<file path="config.mk">
export PLATFORM = sky130hd
export DESIGN_NAME = hsd_ram
export DESIGN_NICKNAME = d
export VERILOG_FILES = /design/src/hw/rtl/hsd_ram.sv
export SDC_FILE = /design/constraint.sdc
export NUM_CORES = 1
export LEC_CHECK = 0
export BUFFER_PORTS_ARGS = -buffer_cell sky130_fd_sc_hd__buf_2
export CAP_MARGIN = 20
export CORE_ASPECT_RATIO = 1.1
export CORE_MARGIN = 2
export CORE_UTILIZATION = 55
export CTS_BUF_LIST = sky130_fd_sc_hd__clkbuf_8
export DETAILED_ROUTE_END_ITERATION = 7
export GPL_TIMING_DRIVEN = 0
export PLACE_DENSITY = 0.73
export SYNTH_ARGS = -nofsm -noshare
export SYNTH_HDL_FRONTEND = slang
export SYNTH_SLANG_ARGS = --single-unit
</file>
<file path="constraint.sdc">
create_clock -name clk_i -period 3.74 [get_ports clk_i]
set_input_delay 0.748 -clock clk_i [delete_from_list [all_inputs] [get_ports clk_i]]
set_output_delay 0.748 -clock clk_i [all_outputs]
set_load 0.02 [all_outputs]
</file>
<file path="src/hw/rtl/hsd_ram.sv">
`default_nettype none
module hsd_ram #(
  parameter int unsigned WIDTH = 8,
  parameter int unsigned DEPTH = 16
) (
  input  wire                      clk_i,
  input  wire                      we_i,
  input  wire [$clog2(DEPTH)-1:0]  waddr_i,
  input  wire [WIDTH-1:0]          wdata_i,
  input  wire [$clog2(DEPTH)-1:0]  raddr_i,
  output logic [WIDTH-1:0]         rdata_o
);

  logic [WIDTH-1:0] mem_q [DEPTH];

  always_ff @(posedge clk_i) begin
    if (we_i) begin
      mem_q[waddr_i] <= wdata_i;
    end
    rdata_o <= mem_q[raddr_i];
  end

endmodule
`default_nettype wire

</file>
==> impl_metrics.csv, run 1 <==
group,metric,value,unit
run_status,status,"complete, no violations",
final_layout,regArea,0.00400,mm^2
hold_path,hp-class,"reg2reg",
routing,drc,0,
clocking,clkTransAtPathRegs,0.07,ns
final_layout,final.fill_count,602,
timing,tns,0,ns
logic_synthesis,syn_nets,247,
logic_synthesis,synth_flop_cell,"edfxtp_1",
die,start_util,55.9,%
clocking,cts_tree,"yes",
grt,track_usage,20.2,%
timing,setup-violations-final,0,
logic_synthesis,synth_edf_count,128,
die,dieArea,0.0102,mm^2
final_layout,utilization,64.0,%
grt,grt_pass1_vias,2404,
logic_synthesis,syn_area,0.00515,mm^2
timing,hold_viol_final,0,
logic_synthesis,async_reset_ff_share,0,%
setup_path,worstSetupStartpointType,"input pin",
placed_design,hpwl,5820,um
logic_synthesis,synth-seq-cells,136,
final_layout,multi_input_area,0.00106,mm^2
setup_path,crit_slowest_cell,"or3b_2",
grt,grt_overflow,0,
routing,via_per_inst,5.97,
logic_synthesis,avgSynthCellArea,22.5,um^2
clocking,post_cts_buffers,0,
clocking,cts.sinks,136,
routing,via_count,2424,
placed_design,routabilityCongestion,0.733,
die,dieWidth,96.2,um
setup_path,worstPathMaxFanout,5,
setup_path,required,3.89,ns
placed_design,io_buffers,24,
die,die_y,105,um
die,rows,37,
pwr,p_clk_share,41.1,%
setup_path,critical_path_arrival,2.18,ns
setup_path,slowest_delay,0.53,ns
job,maxCapViolCount,0,
timing,final.min_clock_period,2.03,ns
die,io_pins,26,
setup_path,path_class,"in2reg",
clocking,cts-resized-gates,0,
timing,finalCritPeriodShare,54.2,%
grt,grt_pass1_wl,13500,um
logic_synthesis,synth_cells,229,
pwr,internal_power,0.00258,W
timing,rsz0062_at_grt,"no",
routing,drt.antenna.violating_nets,0,
final_layout,nNetsFinal,294,
timing,tightest_slew,0.822,ns
logic_synthesis,ys_seq_area_share,77.8,%
pwr,p_sw,0.000619,W
final_layout,fin_area,0.00589,mm^2
timing,slew_headroom,45.0,%
setup_path,end_kind,"register",
clocking,holdBufCountCts,0,
clocking,cts_max_level,4,
routing,wire_per_inst,23.0,um
setup_path,crit_chain,"buf_2 > or3b_2 > nor3_1 > buf_4",
logic_synthesis,ys_types,19,
grt,grt_max_degree,17,
final_layout,synthToLayoutAreaGrowth,14.5,%
routing,drt_pass1_iterations,4,
routing,drt-total-wl,9340,um
clocking,cts_buffer_depth,2,
pwr,p_leak,2.00,nW
pwr,powerDensity,542,mW/mm^2
pwr,ir_drop,409,uV
pwr,p_comb_share,5.4,%
timing,final_max_slew_viol_count,0,
timing,fmax,0.493,GHz
clocking,clk_latency,0.44,ns
pwr,power.share.sequential,53.5,%
routing,dr.first_iter.drc_count,310,
logic_synthesis,synth_warnings,0,
final_layout,diodes,0,
pwr,sw_frac_of_total,19.4,%
timing,finClkSkew,0.00830,ns
die,core_area,0.00921,mm^2
clocking,numCtsBuffers,17,
clocking,clockRootBuffer,"clkbuf_8",
final_layout,drive_gt1_share,30.1,%
placed_design,dpl_cell_area,0.00544,mm^2
grt,antenna_found_initial,0,
## path summary, 6_finish.rpt
kind / from / end / slack (ns) / cells past startpoint
hold / removal: mem_q[0][3] / rdata_o[3] / 0.69 / 3
setup reg to reg: mem_q[5][0] / rdata_o[0] / 2.27 / 3
setup / recovery: waddr_i[2] / mem_q[0][3] / 1.71 / 4
hold reg to reg: mem_q[0][3] / rdata_o[3] / 0.69 / 3
## registers in the layout (all words and copies together) (netlist names)
name	count
mem_q	128
rdata_o	8
## per-stage QoR
stage | hold slack [ns] | setup WS, ns | power [W] | std cells
2_1_floorplan | 0.629 | 1.50 | 0.00184 | 229
3_3_place_gp | 0.655 | 0.951 | 0.00191 | 370
3_5_place_dp | 0.672 | 1.30 | 0.00191 | 374
4_1_cts | 0.668 | 1.77 | 0.00322 | 406
5_1_grt | 0.692 | 1.68 | 0.00328 | 406
6_report | 0.689 | 1.71 | 0.00320 | 406
## cell usage after synthesis (2+ instances only)
master	n	share of area (%)
edfxtp_1	128	75
mux4_2	18	7.9
a22oi_1	16	2.3
nand2_1	9	0.66
mux4_1	14	7.1
nand3b_1	2	0.29
dfxtp_1	8	3.1
nor2_1	13	0.95
buf_6	3	0.66
buf_2	3	0.29
nor3_1	4	0.39
nand2b_1	2	0.24
clkdlybuf4s25_2	3	0.58
## critical path, delay by kind of cell
kind | cells | cell delay [ns]
simple gates | 2 | 1.04
buf+inv | 2 | 0.39
## cell usage in the layout (no fill, tap or decap)
master and count:
nand3b_1 2, edfxtp_1 128, mux4_1 14, or3b_2 1, nor2b_1 1, buf_4 4, dfxtp_1 8, buf_6 3
inv_1 2, nor3_1 4, nand3_1 1, clkinv_2 4, nand2_1 9, and2b_1 1, and2_1 1, buf_2 28
mux4_2 18, clkdlybuf4s25_2 3, clkbuf_8 22, bufinv_16 4, nand2b_1 2, nor2_1 13, a22oi_1 16
## logic make-up after synthesis
group | Yosys count | share of synthesized area [%]
compound gates | 16 | 2.33
buf+inv | 10 | 1.68
flops | 136 | 77.8
mux | 32 | 15.0
simple gates | 35 | 3.18
## power groups by stage
stage | Combinational, W | Sequential [W] | Clock (W)
finish | 0.000172 | 0.00171 | 0.00131
CTS | 0.000173 | 0.00171 | 0.00133
floorplan | 0.0000865 | 0.00176 | 0
global placement | 0.000167 | 0.00174 | 0
global route | 0.000183 | 0.00171 | 0.00138
detailed placement | 0.000172 | 0.00174 | 0
## metal layers
| metal | GRT usage [%] | vias to the layer above | share of wire (%) |
|---|---|---|---|
| li1 | - | 1063 | - |
| met1 | 26.1 | 1251 | 42 |
| met2 | 31.0 | 89 | 51 |
| met3 | 5.79 | 21 | 4.9 |
| met4 | 10.8 | 0 | 3.0 |
| met5 | 0 | - | 0 |
## final cells by class
cell class              instances  area share (%)
multi-input cells              83            17.9
clock inverters                10            2.51
plain buffers                  10            1.47
clock buffers                  22            5.14
flip-flops and latches        136            68.0
well taps                     117            2.48
repair buffers                 28            2.51
Note: power is estimated with default switching activity, not from simulation.
==> run 2, diff against run 1 <==
--- a/config.mk
+++ b/config.mk
@@ -5,6 +5,7 @@
 export SDC_FILE = /design/constraint.sdc
 export NUM_CORES = 1
 export LEC_CHECK = 0
+export ABC_AREA = 1
 export BUFFER_PORTS_ARGS = -buffer_cell sky130_fd_sc_hd__buf_2
 export CAP_MARGIN = 20
 export CORE_ASPECT_RATIO = 1.1
@@ -13,7 +14,7 @@
 export CTS_BUF_LIST = sky130_fd_sc_hd__clkbuf_8
 export DETAILED_ROUTE_END_ITERATION = 7
 export GPL_TIMING_DRIVEN = 0
-export PLACE_DENSITY = 0.73
+export PLACE_DENSITY = 0.75
 export SYNTH_ARGS = -nofsm -noshare
 export SYNTH_HDL_FRONTEND = slang
 export SYNTH_SLANG_ARGS = --single-unit
==> constraint.sdc (replaced) <==
create_clock -name clk_i -period 1.7 [get_ports clk_i]
set_input_delay 0.34 -clock clk_i [delete_from_list [all_inputs] [get_ports clk_i]]
set_output_delay 0.34 -clock clk_i [all_outputs]
set_load 0.02 [all_outputs]
==> run 2 against run 1 <==
  * Via count is 62% higher
  * Clock skew is 0.0025 ns lower
  * Core utilization is 1.3 points lower
  * Sequential share of layout area is 5.9 points lower
  * Total power is 120% higher
  * Flip-flop and latch count stayed put
  * Worst hold slack worse by 0.40 ns
  * Sequential power is 120% higher
  * Critical endpoint is now mem_q[4][5]
  * Largest cell class unchanged
==> impl_metrics.csv, run 2 <==
group,metric,value,unit
run_status,status,"complete, no violations",
final_layout,utilization,62.6,%
logic_synthesis,synth_edf_count,128,
timing,fmax,0.727,GHz
routing,wire_per_inst,17.6,um
setup_path,path_class,"in2reg",
clocking,clk_latency,0.44,ns
routing,drt.antenna.violating_nets,0,
routing,drt_pass1_iterations,5,
logic_synthesis,avgSynthCellArea,10.5,um^2
setup_path,critical_path_arrival,1.45,ns
clocking,cts_buffer_depth,2,
setup_path,reg2reg_to,"rdata_o[4]",
die,rows,39,
clocking,cts_max_level,4,
routing,drt-total-wl,13100,um
timing,tns,0,ns
final_layout,final.fill_count,779,
timing,finClkSkew,0.00579,ns
placed_design,io_buffers,22,
grt,grt_max_degree,17,
timing,slew_headroom,37.2,%
logic_synthesis,synth_cells,551,
pwr,p_leak,2.81,nW
hold_path,hold_end,"mem_q[8][1]",
clocking,cts.sinks,136,
logic_synthesis,synth_largest_area_cell,"edfxtp_1",
setup_path,end_kind,"register",
die,dieArea,0.0113,mm^2
die,io_pins,26,
final_layout,fin_area,0.00645,mm^2
clocking,clockRootBuffer,"clkbuf_8",
clocking,clkTransAtPathRegs,0.08,ns
grt,grt_pass1_wl,20100,um
setup_path,r2r_start,"mem_q[14][4]",
grt,track_usage,24.9,%
timing,finalCritPeriodShare,80.9,%
timing,final_max_slew_viol_count,0,
setup_path,crit_slowest_cell,"nor2_1",
logic_synthesis,yosysMostFrequentCell,"nand2_1",
timing,tightest_slew,0.939,ns
clocking,cts-resized-gates,0,
hold_path,hp-class,"in2reg",
grt,antenna_found_initial,0,
setup_path,worstPathMaxFanout,8,
setup_path,r2r_cells,6,
logic_synthesis,synth-seq-cells,136,
timing,timing.hold.ws,0.292,ns
grt,grt_overflow,0,
final_layout,largest_reg_flops,128,
final_layout,nNetsFinal,610,
placed_design,routabilityCongestion,0.877,
logic_synthesis,synth_flop_cell,"edfxtp_1",
logic_synthesis,syn_nets,569,
logic_synthesis,synth_area_leaders,"edfxtp_1 (67%), nand2_1 (11%), nand3_1 (8.4%)",
logic_synthesis,async_reset_ff_share,0,%
setup_path,worstSetupStartpointType,"input pin",
logic_synthesis,synth_warnings,0,
die,die_y,111,um
placed_design,hpwl,8410,um
pwr,powerDensity,1070,mW/mm^2
routing,drc,0,
logic_synthesis,synth_top_area_share,66.7,%
clocking,post_cts_buffers,0,
final_layout,reg.largest.list,"mem_q x128, rdata_o x8",
routing,dr.first_iter.drc_count,512,
final_layout,diodes,0,
placed_design,dpl_cell_area,0.00606,mm^2
final_layout,largest_register,"mem_q",
final_layout,final_common_cell,"nand2_1",
hold_path,worstHoldPathCells,1,
timing,hold_viol_final,0,
pwr,p_total,0.00690,W
final_layout,multi_input_area,0.00121,mm^2
logic_synthesis,synth_commonest_cells,"nand2_1 (173), edfxtp_1 (128), inv_1 (100)",
logic_synthesis,ys_seq_area_share,69.4,%
timing,rsz0062_at_grt,"no",
grt,grt_pass1_vias,3678,
final_layout,synthToLayoutAreaGrowth,11.8,%
setup_path,rrSetupSlack,0.68,ns
clocking,cts_tree,"yes",
hold_path,min_from,"wdata_i[1]",
die,start_util,56.0,%
routing,via_per_inst,5.24,
routing,via_count,3921,
job,maxCapViolCount,0,
timing,setup-violations-final,0,
clocking,holdBufCountCts,0,
logic_synthesis,ys_types,12,
timing,final.min_clock_period,1.38,ns
setup_path,crit_chain,"buf_2 > nand3b_1 > nor2_1",
pwr,ir_drop,633,uV
setup_path,slowest_delay,0.75,ns
final_layout,drive_gt1_share,12.7,%
die,core_area,0.0103,mm^2
final_layout,final_cell_mix,"nand2_1 (173), edfxtp_1 (128), inv_1 (100), nand3_1 (97), buf_2 (35)",
die,dieWidth,102,um
logic_synthesis,syn_area,0.00577,mm^2
final_layout,regArea,0.00400,mm^2
clocking,numCtsBuffers,17,
setup_path,required,1.77,ns
## run 2: changes by cell type in the layout (fill, tap and decap cells not counted), moves of 14 or more
cell | before | now
mux4_2 | 18 | 0
a22oi_1 | 16 | 0
nand2_1 | 9 | 173
mux4_1 | 14 | 0
nand3_1 | 1 | 97
inv_1 | 2 | 100
## run 2: layout make-up
cell class                      instances  share of cell area, %
Inverter                              102                   5.94
Clock buffer                           17                   3.63
Clock inverter                         15                   2.48
Timing Repair Buffer                   22                   1.71
Tap cell                              143                   2.77
Multi-Input combinational cell        289                   18.8
Buffer                                 24                   2.58
Sequential cell                       136                   62.1
## run 2: where the power goes
group	switching [W]	internal (W)
Clock	0.00120	0.00142
Combinational	0.000362	0.000144
Sequential	0.0000190	0.00374
Total	0.00159	0.00531
## run 2: kinds of logic after synthesis
kind of cell / Yosys count / share of synthesized area [%]
and+or+nand+nor: 289 / 21.0
DFF: 136 / 69.4
buffers and inverters: 126 / 9.52
## run 2: critical path, delay by kind of cell
| kind | cells | cell delay [ns] |
|---|---|---|
| simple gates | 2 | 0.98 |
| buf+inv | 1 | 0.12 |
## run 2: per-stage QoR
step | std cells | worst slack, ns
after floorplan | 551 | 0.409
after global placement | 716 | -0.175
after detailed placement | 716 | -0.171
after CTS | 748 | 0.297
after global routing | 748 | 0.247
final | 748 | 0.325
## run 2: how the worst max path moves through the flow
stage                     from            to  slack (ns)  depth (start not counted)
detailed placement  waddr_i[3]   mem_q[4][7]       -0.17                          3
global placement    waddr_i[3]   mem_q[4][3]       -0.18                          3
finish              waddr_i[3]   mem_q[4][5]        0.32                          3
floorplan           waddr_i[2]  mem_q[10][0]        0.41                          2
CTS                 waddr_i[3]   mem_q[4][0]        0.30                          3
global route        waddr_i[3]   mem_q[4][0]        0.25                          3
## run 2: metal layers
layer | part of all wire [%] | routed length (um) | up-vias | GRT usage, %
li1 | - | - | 1853 | -
met1 | 40 | 5270 | 1810 | 33.8
met5 | 0 | 0 | - | 0
met3 | 8.2 | 1080 | 43 | 6.21
met2 | 47 | 6200 | 215 | 37.6
met4 | 4.5 | 591 | 0 | 12.3
==> run 3, diff against run 2 <==
--- a/config.mk
+++ b/config.mk
@@ -5,7 +5,7 @@
 export SDC_FILE = /design/constraint.sdc
 export NUM_CORES = 1
 export LEC_CHECK = 0
-export ABC_AREA = 1
+export ABC_AREA = 0
 export BUFFER_PORTS_ARGS = -buffer_cell sky130_fd_sc_hd__buf_2
 export CAP_MARGIN = 20
 export CORE_ASPECT_RATIO = 1.1
@@ -14,7 +14,7 @@
 export CTS_BUF_LIST = sky130_fd_sc_hd__clkbuf_8
 export DETAILED_ROUTE_END_ITERATION = 7
 export GPL_TIMING_DRIVEN = 0
-export PLACE_DENSITY = 0.75
+export PLACE_DENSITY = 0.73
 export SYNTH_ARGS = -nofsm -noshare
 export SYNTH_HDL_FRONTEND = slang
 export SYNTH_SLANG_ARGS = --single-unit
==> constraint.sdc (replaced) <==
create_clock -name clk_i -period 1.3 [get_ports clk_i]
set_input_delay 0.26 -clock clk_i [delete_from_list [all_inputs] [get_ports clk_i]]
set_output_delay 0.26 -clock clk_i [all_outputs]
set_load 0.02 [all_outputs]
==> run 3 against run 2 <==
  * Core utilization up 1.0 points
  * Via count down 40%
  * Critical endpoint is now rdata_o[2]
  * Clock skew up 0.0088 ns
  * Worst hold slack worse by 0.072 ns
  * Die area down 10%
  * Largest cell class unchanged
  * Register-to-register slack worse by 0.67 ns
  * Clock-buffer cell count up 2
  * Wire length down 31%
==> impl_metrics.csv, run 3 (synthesis gave the netlist of run 1 again) <==
group,metric,value,unit
run_status,status,"complete, no violations",
hold_path,hp-class,"in2reg",
routing,dr.first_iter.drc_count,267,
timing,tightest_slew,0.789,ns
final_layout,utilization,63.6,%
final_layout,final_common_cell,"edfxtp_1",
final_layout,regArea,0.00400,mm^2
clocking,cts_max_level,4,
setup_path,path_class,"reg2reg",
clocking,cts_buffer_depth,2,
clocking,numCtsBuffers,17,
setup_path,r2r_cells,3,
routing,via_count,2358,
setup_path,r2r_start,"mem_q[8][2]",
timing,fmax,0.776,GHz
setup_path,worstSetupStartpointType,"register",
routing,via_per_inst,5.87,
die,dieWidth,96.2,um
final_layout,synthToLayoutAreaGrowth,13.9,%
final_layout,final_cell_mix,"edfxtp_1 (128), mux4_2 (32), buf_2 (27), clkbuf_8 (19), nor2_1 (10)",
clocking,holdBufCountCts,0,
routing,drt-total-wl,9080,um
routing,met3_length,572,um
timing,rsz0062_at_grt,"yes",
timing,final.min_clock_period,1.29,ns
final_layout,diodes,0,
routing,drc,0,
placed_design,routabilityCongestion,0.714,
final_layout,final.fill_count,629,
grt,grt_pass1_vias,2394,
clocking,cts.sinks,136,
timing,timing.hold.ws,0.220,ns
final_layout,reg.largest.list,"mem_q x128, rdata_o x8",
final_layout,largest_reg_flops,128,
timing,hold_viol_final,0,
timing,slew_headroom,47.2,%
timing,tns,0,ns
hold_path,worstHoldPathCells,1,
grt,grt_pass1_wl,13700,um
placed_design,hpwl,5870,um
pwr,ir_drop,820,uV
hold_path,hold_end,"mem_q[14][6]",
setup_path,slowest_delay,0.47,ns
routing,drt_pass1_iterations,4,
setup_path,crit_slowest_cell,"mux4_2",
timing,final_max_slew_viol_count,0,
grt,track_usage,20.4,%
final_layout,multi_input_area,0.00108,mm^2
routing,highest_layer,"met4",
setup_path,reg2reg_to,"rdata_o[2]",
die,io_pins,26,
final_layout,drive_gt1_share,39.6,%
die,core_area,0.00921,mm^2
clocking,post_cts_buffers,0,
routing,drt.antenna.violating_nets,0,
setup_path,required,1.62,ns
grt,grt_overflow,0,
pwr,p_leak,1.90,nW
die,die_y,105,um
setup_path,worstPathMaxFanout,1,
timing,finClkSkew,0.0146,ns
routing,wl_met2,4630,um
grt,antenna_found_initial,0,
final_layout,nNetsFinal,290,
grt,grt_max_degree,17,
die,dieArea,0.0102,mm^2
routing,wl_met1,3700,um
clocking,clockRootBuffer,"clkbuf_8",
setup_path,crit_chain,"mux4_2 > a22oi_2 > nand2_1",
routing,wire_per_inst,22.6,um
die,rows,37,
placed_design,io_buffers,24,
hold_path,min_from,"wdata_i[6]",
job,maxCapViolCount,0,
final_layout,largest_register,"mem_q",
die,start_util,55.9,%
clocking,cts_tree,"yes",
setup_path,rrSetupSlack,0.01,ns
timing,setup-violations-final,0,
clocking,clkTransAtPathRegs,0.07,ns
timing,finalCritPeriodShare,99.1,%
setup_path,end_kind,"register",
setup_path,critical_path_arrival,1.60,ns
pwr,powerDensity,1490,mW/mm^2
clocking,clk_latency,0.44,ns
-- run 3: how the worst max path moves through the flow --
stage                       startpoint      endpoint  slack, ns  depth (start not counted)
final                      mem_q[8][2]    rdata_o[2]       0.01                          3
after global routing       mem_q[8][2]    rdata_o[2]      -0.04                          3
after CTS                 mem_q[15][2]    rdata_o[2]      -0.02                          3
after detailed placement    waddr_i[0]  mem_q[14][2]      -0.41                          3
after global placement      waddr_i[0]   mem_q[6][0]      -0.38                          3
after floorplan             waddr_i[2]   mem_q[0][0]      -0.06                          2
-- run 3: power breakdown --
| part | total [W] | switching, W | internal, W |
|---|---|---|---|
| clock | 0.00329 | 0.00151 | 0.00178 |
| combinational | 0.000536 | 0.000315 | 0.000222 |
| sequential | 0.00492 | 0.0000227 | 0.00490 |
-- run 3: critical path, delay by kind of cell (launching register included) --
family	cells	cell delay, ns
multiplexers	1	0.47
flip-flops	1	0.38
AO/OA/AOI/OAI	1	0.24
AND/OR/NAND/NOR	1	0.08
-- run 3: cell type report --
type | count | area share, %
plain buffers | 10 | 2.05
clock buffers | 19 | 4.46
clock inverters | 13 | 2.22
multi-input cells | 83 | 18.4
flip-flops and latches | 136 | 68.3
well taps | 117 | 2.50
repair buffers | 24 | 2.05
-- run 3: per-stage QoR --
step,std cells,area (um^2),setup slack (ns),power (W)
after floorplan,229,5180,-0.0630,0.00533
after global placement,370,5440,-0.383,0.00552
after detailed placement,370,5440,-0.409,0.00554
after CTS,402,5870,-0.0224,0.00880
after global routing,402,5860,-0.0432,0.00903
final,402,5860,0.0119,0.00874
-- run 3: layer usage --
layer  vias to the layer above  global-route usage (%)
met5                         -                       0
met4                         0                    8.47
met3                        18                    6.36
met2                        81                    29.9
met1                      1213                    28.9
li1                       1046                       -
-- run 3: repair_timing --
item	4_1_cts	5_1_grt
resized for setup	7	4
hold endpoints to repair	0	0
setup endpoints to repair	7	5
pin swaps	1	2
